--- src/pool_slot_handle_lookup_top_macros.svh ---
// Assertion macros shared by the pool slot handle lookup modules.
// No dependencies; included by the controller and the datapath.
`ifndef POOL_SLOT_HANDLE_LOOKUP_TOP_MACROS_SVH
`define POOL_SLOT_HANDLE_LOOKUP_TOP_MACROS_SVH

// The consequent must hold in the same cycle as the antecedent.
`define PSH_ASSERT_NOW(lbl, ck, rn, ante, cons, msg) \
	lbl: assert property (@(posedge ck) disable iff (!rn) (ante) |-> (cons)) \
		else $error(msg);

// The consequent must hold in the cycle after the antecedent.
`define PSH_ASSERT_NEXT(lbl, ck, rn, ante, cons, msg) \
	lbl: assert property (@(posedge ck) disable iff (!rn) (ante) |=> (cons)) \
		else $error(msg);

`endif

--- src/psh_pkg.sv ---
// Shared types and constants of the pool slot handle lookup block.
// No dependencies; imported by the controller, the datapath and the top level.
package psh_pkg;

	localparam int FREE_BIT = 7;
	localparam logic [7:0] FREE_FLAG = 8'h80;
	localparam logic [14:0] SLOT_LIMIT = 15'd16384;
	localparam logic [15:0] MIN_ITEM = 16'h0040;

	// Configuration register indexes.
	localparam logic [1:0] CFG_POOL_BASE = 2'd0;
	localparam logic [1:0] CFG_ITEM_SIZE = 2'd1;
	localparam logic [1:0] CFG_POOL_SLOTS = 2'd2;
	localparam logic [1:0] CFG_MAX_ITEM = 2'd3;

	typedef enum logic [1:0] {
		MODE_WRITE = 2'd0,
		MODE_ADDR = 2'd1,
		MODE_INDEX = 2'd2
	} mode_t;

	typedef struct packed {
		logic load;
		logic res_zero;
		logic rd_idx;
		logic wr_flag;
		logic div_start;
		logic rd_quot;
		logic div_look;
		logic idx_sum;
		logic out_load;
		logic clr_step;
		logic rc_start;
		logic rc_step;
	} dp_cmd_t;

	typedef struct packed {
		mode_t mode;
		logic idx_mem;
		logic idx_live;
		logic addr_ok;
		logic div_done;
		logic div_hit;
		logic rc_pend;
		logic rc_done;
		logic sweep_last;
		logic cfg_wr;
	} dp_stat_t;

endpackage

--- src/psh_ctrl.sv ---
// Controller state machine: sequences clearing, recounting and each item's steps.
// Depends on psh_pkg and the assertion macro header.
`include "pool_slot_handle_lookup_top_macros.svh"

module psh_ctrl (
	input logic clk,
	input logic arst_n,
	input logic in_valid,
	output logic in_ready,
	output logic out_valid,
	input logic out_ready,
	input psh_pkg::dp_stat_t stat,
	output psh_pkg::dp_cmd_t cmd
);

	import psh_pkg::*;

	typedef enum logic [3:0] {
		ST_CLEAR,
		ST_IDLE,
		ST_RC_START,
		ST_RECOUNT,
		ST_DISPATCH,
		ST_WR_OLD,
		ST_DIV_RUN,
		ST_DIV_LOOK,
		ST_IDX_SUM,
		ST_FINISH
	} state_t;

	state_t state_q;
	state_t state_d;
	logic out_valid_q;

	assign in_ready = (state_q == ST_IDLE) && !stat.rc_pend && !stat.cfg_wr;

	always_comb begin
		cmd = '0;
		state_d = state_q;
		unique case (state_q)
			ST_CLEAR: begin
				cmd.clr_step = 1'b1;
				if (stat.sweep_last) begin
					state_d = ST_IDLE;
				end
			end
			ST_IDLE: begin
				if (stat.rc_pend) begin
					state_d = ST_RC_START;
				end else if (in_valid && in_ready) begin
					cmd.load = 1'b1;
					state_d = ST_DISPATCH;
				end
			end
			ST_RC_START: begin
				cmd.rc_start = 1'b1;
				state_d = ST_RECOUNT;
			end
			ST_RECOUNT: begin
				// Another slot count write restarts the sweep from the first slot.
				if (stat.rc_pend) begin
					state_d = ST_RC_START;
				end else if (stat.rc_done) begin
					state_d = ST_IDLE;
				end else begin
					cmd.rc_step = 1'b1;
				end
			end
			ST_DISPATCH: begin
				cmd.res_zero = 1'b1;
				state_d = ST_FINISH;
				unique case (stat.mode)
					MODE_WRITE: begin
						if (stat.idx_mem) begin
							cmd.rd_idx = 1'b1;
							state_d = ST_WR_OLD;
						end
					end
					MODE_ADDR: begin
						if (stat.addr_ok) begin
							cmd.div_start = 1'b1;
							state_d = ST_DIV_RUN;
						end
					end
					MODE_INDEX: begin
						cmd.rd_idx = stat.idx_live;
						state_d = ST_IDX_SUM;
					end
					default: begin
						state_d = ST_FINISH;
					end
				endcase
			end
			ST_WR_OLD: begin
				cmd.wr_flag = 1'b1;
				state_d = ST_FINISH;
			end
			ST_DIV_RUN: begin
				if (stat.div_done) begin
					if (stat.div_hit) begin
						cmd.rd_quot = 1'b1;
						state_d = ST_DIV_LOOK;
					end else begin
						state_d = ST_FINISH;
					end
				end
			end
			ST_DIV_LOOK: begin
				cmd.div_look = 1'b1;
				state_d = ST_FINISH;
			end
			ST_IDX_SUM: begin
				cmd.idx_sum = 1'b1;
				state_d = ST_FINISH;
			end
			ST_FINISH: begin
				// The output register takes the result once the previous one is gone.
				if (!out_valid_q || out_ready) begin
					cmd.out_load = 1'b1;
					state_d = ST_IDLE;
				end
			end
			default: begin
				state_d = ST_IDLE;
			end
		endcase
	end

	always_ff @(posedge clk or negedge arst_n) begin
		if (!arst_n) begin
			state_q <= ST_CLEAR;
			out_valid_q <= 1'b0;
		end else begin
			state_q <= state_d;
			if (cmd.out_load) begin
				out_valid_q <= 1'b1;
			end else if (out_ready) begin
				out_valid_q <= 1'b0;
			end
		end
	end

	assign out_valid = out_valid_q;

	`PSH_ASSERT_NEXT(a_accept_dispatch, clk, arst_n, in_valid && in_ready,
		state_q == ST_DISPATCH, "accepted item did not reach dispatch")
	`PSH_ASSERT_NOW(a_accept_no_recount, clk, arst_n, in_valid && in_ready,
		!stat.rc_pend, "item accepted while a recount is pending")
	`PSH_ASSERT_NOW(a_clear_no_result, clk, arst_n, state_q == ST_CLEAR,
		!out_valid_q, "result pending during the table clear")

endmodule
--- config.mk ---
export PLATFORM = sky130hd
export DESIGN_NAME = psh_ctrl
export DESIGN_NICKNAME = d
export VERILOG_FILES = /design/src/psh_pkg.sv /design/src/psh_ctrl.sv
export VERILOG_INCLUDE_DIRS = /design/src /design/src/src
export SDC_FILE = /design/constraint.sdc
export NUM_CORES = 1
export LEC_CHECK = 0
export ABC_AREA = 1
export ABC_CLOCK_PERIOD_IN_PS = 1600
export BUFFER_PORTS_ARGS = -buffer_cell sky130_fd_sc_hd__buf_2
export CORE_MARGIN = 8
export CORE_UTILIZATION = 35
export DETAILED_ROUTE_END_ITERATION = 10
export GPL_ROUTABILITY_DRIVEN = 0
export RECOVER_POWER = 25
export SETUP_SLACK_MARGIN = 0.02
export SYNTH_ARGS = -nofsm -noshare
export SYNTH_HDL_FRONTEND = slang
export SYNTH_SLANG_ARGS = --single-unit
--- constraint.sdc ---
create_clock -name clk -period 1.6 [get_ports clk]
set_clock_uncertainty 0.1 [all_clocks]
set_input_delay 0.08 -clock clk [delete_from_list [all_inputs] [get_ports clk]]
set_output_delay 0.08 -clock clk [all_outputs]
set_load 0.02 [all_outputs]
==> qor.yml, run 1 <==
status: "finished, violations left"
violations: "setup timing"
dieArea_mm2: 0.00324
grt_max_degree: 7
clkSinkCount: 5
layout.nets: 153
rsz0062_at_grt: "true"
p_leak_nw: 0.546
overflow: 0
ys_types: 16
maxCapViolCount: 0
drc: 0
grt_use_met3_pct: 4.27
powerDensity_mw_per_mm2: 1760
dr_total_vias: 744
syn_area_um2: 586
finalHoldViolCount: 0
clock.fmax_mhz: 623
fin_crit_ns: 1.60
clk_path_buf_depth: 2
tns_ns: -0.00470
arrival_ns: 1.42
h-tree-depth: 1
dpl.hpwl_um: 1430
cts_tree: "built"
final_common_cell: "buf_2"
r2r_cells: 8
yosys_warnings: 0
gr-usage-met2_pct: 16.4
numCtsBuffers: 3
r2r_start: "state_q[2]"
drtIter0Drc: 18
hold_end: "state_q[2]"
slew_headroom_pct: 80.8
antenna_found_initial: 0
track_usage_pct: 10.7
synth_cells: 94
fin_ws_ns: -0.00470
ant_nets: 0
synth_fp_nets: 109
diodes: 0
port_buffers: 28
worstMarginPinSlew_ns: 0.288
setup_viol: 1
drive_gt1_share_pct: 53.3
drt-total-wl_um: 1870
post-route-period-util_pct: 100
core_mm2: 0.00154
ys_ff_latch: 5
ir_drop_v: 0.00113
gr-max-usage-layer: "met2"
crit_path_end_kind: "primary output"
final_cells: 153
placedCellCount: 138
r2r-end: "state_q[3]"
start_util_pct: 38.0
final_cell_mix: "25 x buf_2, 21 x nand2_1, 12 x nand3_1, 11 x inv_1, 11 x buf_4"
avgSynthCellArea_um2: 6.23
ff2ff_setup_slack_ns: 0.11
min-delay-start: "stat[5]"
avgRoutedWirePerCell_um: 12.2
clk_latency_ns: 0.25
cp_max_fo: 4
rows: 14
slew_violations: 0
use_met1_pct: 13.1
via_per_inst: 4.86
die_w_um: 56.9
grt_pass1_vias: 684
crit_required_ns: 1.42
path_class: "reg2out"
holdCritPathClass: "in2reg"
io_pins: 29
clk_pin_slew_ns: 0.05
die_y_um: 56.9
area_growth_pct: 54.7
yosysSeqAreaShare_pct: 21.4
grt_pass1_wl_um: 2920
cp-start-kind: "flip-flop"
power.total_mw: 1.59
firstDrtPassIters: 4
clockRootBuffer: "clkbuf_4"
hold_depth: 4
==> per-layer routing <==
metal	wire [µm]	up-vias
li1	-	384
met1	857	327
met2	878	33
met3	138	0
met4	0	0
met5	0	-
==> kinds of logic (layout without fill, tap and decap cells) <==
| kind of cell | count (synthesis) | count (layout) | synth area share, % |
|---|---|---|---|
| AOI/OAI and AO/OA | 4 | 4 | 7.05 |
| buffers and inverters | 16 | 59 | 10.3 |
| DFF | 5 | 5 | 21.4 |
| and+or+nand+nor | 69 | 69 | 61.3 |
==> per-stage QoR <==
step / utilization (%) / hold slack [ns] / setup slack (ns) / cell area (µm²)
after detailed placement: 48.4 / -0.198 / 0.149 / 746
after global placement: 48.4 / -0.199 / 0.101 / 746
after CTS: 53.8 / 0.0577 / 0.0121 / 830
after floorplan: - / -0.316 / 0.0326 / 586
final: 58.8 / 0.0514 / -0.00470 / 906
after global routing: 58.8 / 0.0556 / -0.0729 / 906
==> area by class of cell <==
cell class	instances	area, µm²
inverter	16	60.1
sequential	5	130
tap	16	20.0
multi-input combinational	73	438
clock buffer	4	26.3
fill	158	636
timing repair buffer	39	231
==> how the worst max path moves through the flow <==
stage / slack (ns) / from / depth (start not counted) / end
floorplan: 0.03 / state_q[0] / 4 / cmd[9]
global placement: 0.10 / state_q[1] / 7 / state_q[0]
detailed placement: 0.15 / state_q[2] / 6 / cmd[11]
CTS: 0.01 / state_q[1] / 5 / cmd[6]
global route: -0.07 / state_q[2] / 6 / cmd[11]
finish: -0.005 / state_q[2] / 6 / cmd[11]
==> where the power goes <==
part           internal [mW]  switching, mW
sequential             0.191         0.0890
clock                 0.0945         0.0541
combinational          0.472          0.690
==> worst max-delay path: stages (launching register included) <==
cell     delay (ns)
dfrtp_2        0.44
nor2_4         0.14
inv_2          0.06
nor2_4         0.12
nand2_2        0.08
nor3_2         0.18
buf_4          0.16
==> registers in the layout, summed over array words and instances, names as in the netlist <==
signal,cells
state_q,4
out_valid,1
==> cell usage after synthesis (all sizes together) <==
cell / n / share of area, %
a21boi: 1 / 1.3
dfrtp: 5 / 21
inv: 16 / 10
nand2: 26 / 18
nand3: 19 / 21
nand3b: 2 / 2.6
nor2: 21 / 19
nor3: 1 / 0.85
o211ai: 2 / 4.9
o21ai: 1 / 0.85
==> what timing repair did <==
| item | 4_1_cts | 5_1_grt |
|---|---|---|
| hold buffers | 2 | 0 |
| setup buffers | 4 | 5 |
| setup endpoints to repair | 4 | 11 |
| pin swaps | 2 | 3 |
| resized for setup | 5 | 15 |
| endpoints found under the hold margin | 6 | 0 |
Note: power is estimated with default switching activity, not from simulation.
==> run 2, diff against run 1 <==
--- a/config.mk
+++ b/config.mk
@@ -15,5 +15,4 @@
 export GPL_ROUTABILITY_DRIVEN = 0
 export RECOVER_POWER = 25
-export SETUP_SLACK_MARGIN = 0.02
 export SYNTH_ARGS = -nofsm -noshare
 export SYNTH_HDL_FRONTEND = slang
==> constraint.sdc (replaced) <==
create_clock -name clk -period 1.6 [get_ports clk]
set_clock_uncertainty 0.1 [all_clocks]
set_input_delay 0.08 -clock clk [delete_from_list [all_inputs] [get_ports clk]]
set_output_delay 0.08 -clock clk [all_outputs]
set_load 0.05 [all_outputs]
==> run 2 against run 1 <==
  * The run now ends clean
  * Via count fell by 2.7%
  * Sequential share of layout area fell by 0.81 points
  * Critical endpoint unchanged
  * Critical path depth did not move
  * Cell area rose by 5.0%
  * Cell count fell by 1.3%
  * Sequential power fell by 7.9%
  * Routed wire length fell by 1.5%
  * Global-route usage rose by 1.4 points
  * Total power rose by 9.8%
  * Worst hold slack improved by 0.0098 ns
  * First-iteration DRC count fell by 50%
==> qor.yml, run 2 (synthesized netlist as in run 1, its figures left out) <==
largest-register: "state_q"  # unchanged
arrival_ns: 1.40  # was 1.42 ns
cp_max_fo: 3  # was 4
grt_pass1_vias: 756  # was 684
final_util_pct: 61.7  # was 58.8%
layout.nets: 151  # was 153
regArea_um2: 129  # was 130 µm²
drc: 0  # unchanged
io_pins: 29  # unchanged
postPlaceCellArea_um2: 793  # was 746 µm²
rows: 14  # unchanged
powerDensity_mw_per_mm2: 1840  # was 1760 mW/mm²
dieArea_mm2: 0.00324  # unchanged
clk_pin_slew_ns: 0.05  # about the same
die_w_um: 56.9  # unchanged
clkSinkCount: 5  # unchanged
drt-total-wl_um: 1850  # was 1870 µm
start_util_pct: 38.0  # unchanged
via_per_inst: 4.79  # was 4.86
diodes: 0  # unchanged
crit_path_end_kind: "primary output"  # unchanged
finalHoldViolCount: 0  # unchanged
clockRootBuffer: "clkbuf_4"  # unchanged
worstMarginPinSlew_ns: 0.268  # was 0.288 ns
dr_total_vias: 724  # was 744
port_buffers: 28  # unchanged
rsz0062_at_grt: "true"  # unchanged
multi_input_area_um2: 463  # was 438 µm²
power.total_mw: 1.75  # was 1.59 mW
numCtsBuffers: 3  # unchanged
ant_nets: 0  # unchanged
clk_path_buf_depth: 2  # unchanged
crit_chain: "nor2_4 > inv_2 > nor2_4 > nand2_4 > nor3_4 > buf_6"  # was nor2_4 > inv_2 > nor2_4 > nand2_2 > nor3_2 > buf_4
slew_violations: 0  # unchanged
overflow: 0  # unchanged
setup_viol: 0  # was 1
post-route-period-util_pct: 98.6  # was 100%
maxCapViolCount: 0  # unchanged
largest_reg_flops: 4  # unchanged
clk_latency_ns: 0.24  # was 0.25 ns
drive_gt1_share_pct: 52.6  # was 53.3%
ir_drop_v: 0.00120  # was 0.00113 V
p_leak_nw: 0.551  # was 0.546 nW
cp-start-kind: "flip-flop"  # unchanged
final_cell_mix: "22 x nand2_1, 18 x buf_2, 12 x nand3_1, 11 x inv_1, 10 x buf_4"  # was 25 x buf_2, 21 x nand2_1, 12 x nand3_1, 11 x inv_1, 11 x buf_4
crit_required_ns: 1.42  # about the same
h-tree-depth: 1  # unchanged
holdCritPathClass: "in2reg"  # unchanged
design_area_um2: 951  # was 906 µm²
core_mm2: 0.00154  # unchanged
grt_pass1_wl_um: 3270  # was 2920 µm
grt_max_degree: 6  # was 7
cts_tree: "built"  # unchanged
slew_headroom_pct: 82.1  # was 80.8%
crit_path_frequent_cell: "nor2_4"  # unchanged
path_class: "reg2out"  # unchanged
firstDrtPassIters: 5  # was 4
clock.fmax_mhz: 634  # was 623 MHz
track_usage_pct: 12.1  # was 10.7%
fillerInstances: 147  # was 158
status: "finished, final reports clean"  # was finished, violations left
antenna_found_initial: 0  # unchanged
area_growth_pct: 62.4  # was 54.7%
die_y_um: 56.9  # unchanged
avgRoutedWirePerCell_um: 12.2  # about the same
drtIter0Drc: 9  # was 18
final_common_cell: "nand2_1"  # was buf_2
dpl.hpwl_um: 1550  # was 1430 µm
crit_slowest_cell: "dfrtp_2"  # unchanged
cpPeakStageDelay_ns: 0.44  # about the same
fin_crit_ns: 1.58  # was 1.60 ns
-- run 2: layer usage --
layer	GRT usage (%)	vias to the layer above	wire (µm)	share of wire (%)
li1	-	379	-	-
met1	14.1	316	819	44
met2	19.2	29	884	48
met3	5.39	0	142	7.7
met4	4.03	0	0	0
met5	0	-	0	0
-- run 2: worst max-delay path: cells and delay by family, from the launching register on --
family                 cells  cell delay [ns]
and+or+nand+nor            4             0.47
DFF                        1             0.44
buffers and inverters      2             0.24
-- run 2: path summary, 6_finish.rpt --
kind,startpoint,end,slack (ns),depth (start not counted)
max in group asynchronous,arst_n,state_q[3],1.05,2
min in group asynchronous,arst_n,out_valid,0.12,2
min,stat[5],state_q[2],0.06,4
max reg2reg,state_q[0],state_q[0],0.21,9
min reg2reg,out_valid,out_valid,0.43,2
max,state_q[3],cmd[11],0.02,6
-- run 2: metrics by stage --
| step | std cells | setup TNS [ns] | setup slack (ns) | hold slack [ns] |
|---|---|---|---|---|
| global route | 151 | -0.0899 | -0.0491 | 0.101 |
| floorplan | 94 | -0.105 | -0.105 | -0.316 |
| global placement | 141 | 0 | 0.115 | -0.198 |
| detailed placement | 141 | 0 | 0.0801 | -0.199 |
| finish | 151 | 0 | 0.0217 | 0.0613 |
| CTS | 148 | 0 | 0.000409 | 0.0628 |
-- run 2: final cells by class --
cell class	count	share of cell area, %
clock buffers	4	2.76
inverters	16	6.32
multi-input cells	73	48.7
flip-flops and latches	5	13.6
well taps	16	2.11
repair buffers	37	26.6
-- run 2: power breakdown --
part / internal [mW] / switching (mW) / total [mW]
Sequential: 0.189 / 0.0695 / 0.258
Clock: 0.0946 / 0.0573 / 0.152
Combinational: 0.471 / 0.865 / 1.34
-- run 2: what timing repair did --
action / in CTS / in global routing
pin swaps: 1 / 1
hold buffers: 2 / 0
hold endpoints to repair: 6 / 0
cloned: 0 / 0
resized for setup: 15 / 17
setup endpoints to repair: 7 / 9
setup buffers: 1 / 3
==> run 3, diff against run 2 <==
- CORE_UTILIZATION: 35 -> 40
- PLACE_DENSITY: unset -> 0.71
- SLEW_MARGIN: unset -> 0
==> run 3 against run 2 <==
  * The run now ends with setup timing left
  * Register-to-register slack got worse by 0.12 ns
  * Flip-flop and latch count unchanged
  * First-iteration DRC count is 89% higher
  * Sequential power increased by 3%
  * Total power rose by 0.92%
  * Cell area down 0.13%
  * Via count rose by 4.6%
  * Die area shrank 9.1%
  * Global-route usage is 0.44 points lower
  * Core utilization increased by 4.4 points
  * Critical endpoint unchanged
  * Highest routed layer unchanged
==> qor.yml, run 3 (synthesized netlist as in run 1, its figures left out) <==
status: "finished, violations left"  # was finished, final reports clean
violations: "setup timing"
p_leak_nw: 0.555  # was 0.551 nW
cts_tree: "built"  # unchanged
finalHoldViolCount: 0  # unchanged
p_seq_share_pct: 15.1  # was 14.8%
slew_headroom_pct: 80.3  # was 82.1%
worstMarginPinSlew_ns: 0.295  # was 0.268 ns
port_buffers: 28  # unchanged
crit_path_end_kind: "primary output"  # unchanged
p_sw_mw: 0.981  # was 0.992 mW
placedCellCount: 140  # was 141
start_util_pct: 40.8  # was 38.0%
dpl.hpwl_um: 1420  # was 1550 µm
rows: 14  # unchanged
h-tree-depth: 1  # unchanged
clockRootBuffer: "clkbuf_4"  # unchanged
setup_viol: 1  # was 0
slew_violations: 0  # unchanged
maxCapViolCount: 0  # unchanged
crit_path_frequent_cell: "nor2_4"  # unchanged
clkSinkCount: 5  # unchanged
crit_slowest_cell: "dfrtp_2"  # unchanged
clk_path_buf_depth: 2  # unchanged
power_frac_clock_pct: 8.3  # was 8.7%
largest_reg_flops: 4  # unchanged
die_w_um: 54.3  # was 56.9 µm
dp_slack_ns: 0.0769  # was 0.0801 ns
path_class: "reg2out"  # unchanged
fin_crit_ns: 1.62  # was 1.58 ns
crit_required_ns: 1.42  # about the same
regArea_um2: 129  # unchanged
grt_pass1_vias: 662  # was 756
cp_max_fo: 4  # was 3
diodes: 0  # unchanged
crit_chain: "nor2_4 > inv_2 > nor2_4 > nand2_4 > nor3_4 > buf_6"  # unchanged
power.total_mw: 1.76  # was 1.75 mW
core_mm2: 0.00144  # was 0.00154 mm²
numCtsBuffers: 3  # unchanged
hold_ws_ns: 0.0716  # was 0.0613 ns
drc: 0  # unchanged
grt_pass1_wl_um: 2710  # was 3270 µm
cp_num_buf_inv: 2  # unchanged
grt_max_degree: 8  # was 6
path_delay_family: "simple AND/OR/NAND/NOR gates"  # unchanged
clk_pin_slew_ns: 0.05  # about the same
overflow: 0  # unchanged
cpPeakStageDelay_ns: 0.45  # was 0.44 ns
clk_latency_ns: 0.24  # about the same
die_y_um: 54.3  # was 56.9 µm
dr_total_vias: 757  # was 724
post-route-period-util_pct: 101  # was 98.6%
drt-total-wl_um: 1850  # about the same
largest-register: "state_q"  # unchanged
ant_nets: 0  # unchanged
clock.fmax_mhz: 619  # was 634 MHz
switching_share_pct: 55.7  # was 56.8%
arrival_ns: 1.44  # was 1.40 ns
p_int_mw: 0.781  # was 0.755 mW
fillerInstances: 129  # was 147
cp-start-kind: "flip-flop"  # unchanged
ir_drop_v: 0.00145  # was 0.00120 V
final_cells: 153  # was 151
via_per_inst: 4.95  # was 4.79
dieArea_mm2: 0.00294  # was 0.00324 mm²
area_growth_pct: 62.2  # was 62.4%
track_usage_pct: 11.7  # was 12.1%
io_pins: 29  # unchanged
final_cell_mix: "22 x nand2_1, 18 x buf_2, 12 x inv_1, 12 x nand3_1, 11 x buf_4"  # was 22 x nand2_1, 18 x buf_2, 12 x nand3_1, 11 x inv_1, 10 x buf_4
layout.nets: 153  # was 151
drtIter0Drc: 17  # was 9
final_common_cell: "nand2_1"  # unchanged
avgRoutedWirePerCell_um: 12.1  # was 12.2 µm
pwr-share-comb_pct: 76.7  # was 76.5%
rsz0062_at_grt: "true"  # unchanged
firstDrtPassIters: 4  # was 5
holdCritPathClass: "in2reg"  # unchanged
fin_ws_ns: -0.0151  # was 0.0217 ns
antenna_found_initial: 0  # unchanged
powerDensity_mw_per_mm2: 1860  # was 1840 mW/mm²
multi_input_area_um2: 450  # was 463 µm²
drive_gt1_share_pct: 51.8  # was 52.6%
[run 3: cell count changes in the layout (fill, tap and decap cells not counted), sizes merged]
cell,delta
clkbuf,+2
[run 3: worst paths after layout]
| path | start | end | slack (ns) | depth (start not counted) |
|---|---|---|---|---|
| worst max-delay path | state_q[2] | cmd[11] | -0.02 | 6 |
| worst min-delay path | stat[5] | state_q[2] | 0.07 | 4 |
| worst max register to register | state_q[2] | state_q[0] | 0.09 | 9 |
| worst min register to register | out_valid | out_valid | 0.49 | 2 |
| max in group asynchronous | arst_n | state_q[0] | 1.02 | 2 |
| min in group asynchronous | arst_n | out_valid | 0.13 | 2 |
[run 3: worst reg2reg max path: stages, from the launching register on]
cell and delay (ns):
dfrtp_2 0.45, nor2_4 0.18, inv_2 0.07, nor2_4 0.11, buf_4 0.12, buf_4 0.10, o211ai_4 0.09, nand3_2 0.10
nand2_1 0.05, nand2_1 0.07
[run 3: power by group through the flow]
stage	Combinational [mW]	Sequential, mW	Clock (mW)
after CTS	1.17	0.263	0.148
after global routing	1.47	0.273	0.161
after global placement	1.10	0.253	0
after detailed placement	1.10	0.255	0
after floorplan	0.833	0.271	0
final	1.35	0.266	0.146
[run 3: per-stage QoR]
step                util, %  area, µm²  setup TNS (ns)
global placement       54.7        786               0
CTS                    61.1        878         -0.0251
floorplan                 -        611          -0.105
detailed placement     54.7        786               0
finish                 66.1        950         -0.0151
global route           66.1        950          -0.229
[run 3: timing repair]
item / in CTS / in global routing
endpoints found under the hold margin: 6 / 0
resized for setup: 15 / 9
endpoints found under the setup margin: 7 / 8
setup buffers: 1 / 6
hold buffers: 2 / 0
pin swaps: 1 / 2
[run 3: per-layer routing]
metal | track usage (%) | part of all wire [%]
met5 | 0 | 0
met4 | 1.23 | 0
met3 | 3.80 | 12
met2 | 19.8 | 50
met1 | 14.5 | 38
[run 3: cell type report]
cell class                      instances  share of cell area [%]
Tap cell                               16                    2.11
Inverter                               16                    6.32
Clock buffer                            4                    2.77
Sequential cell                         5                    13.6
Timing Repair Buffer                   39                    27.8
Multi-Input combinational cell         73                    47.4
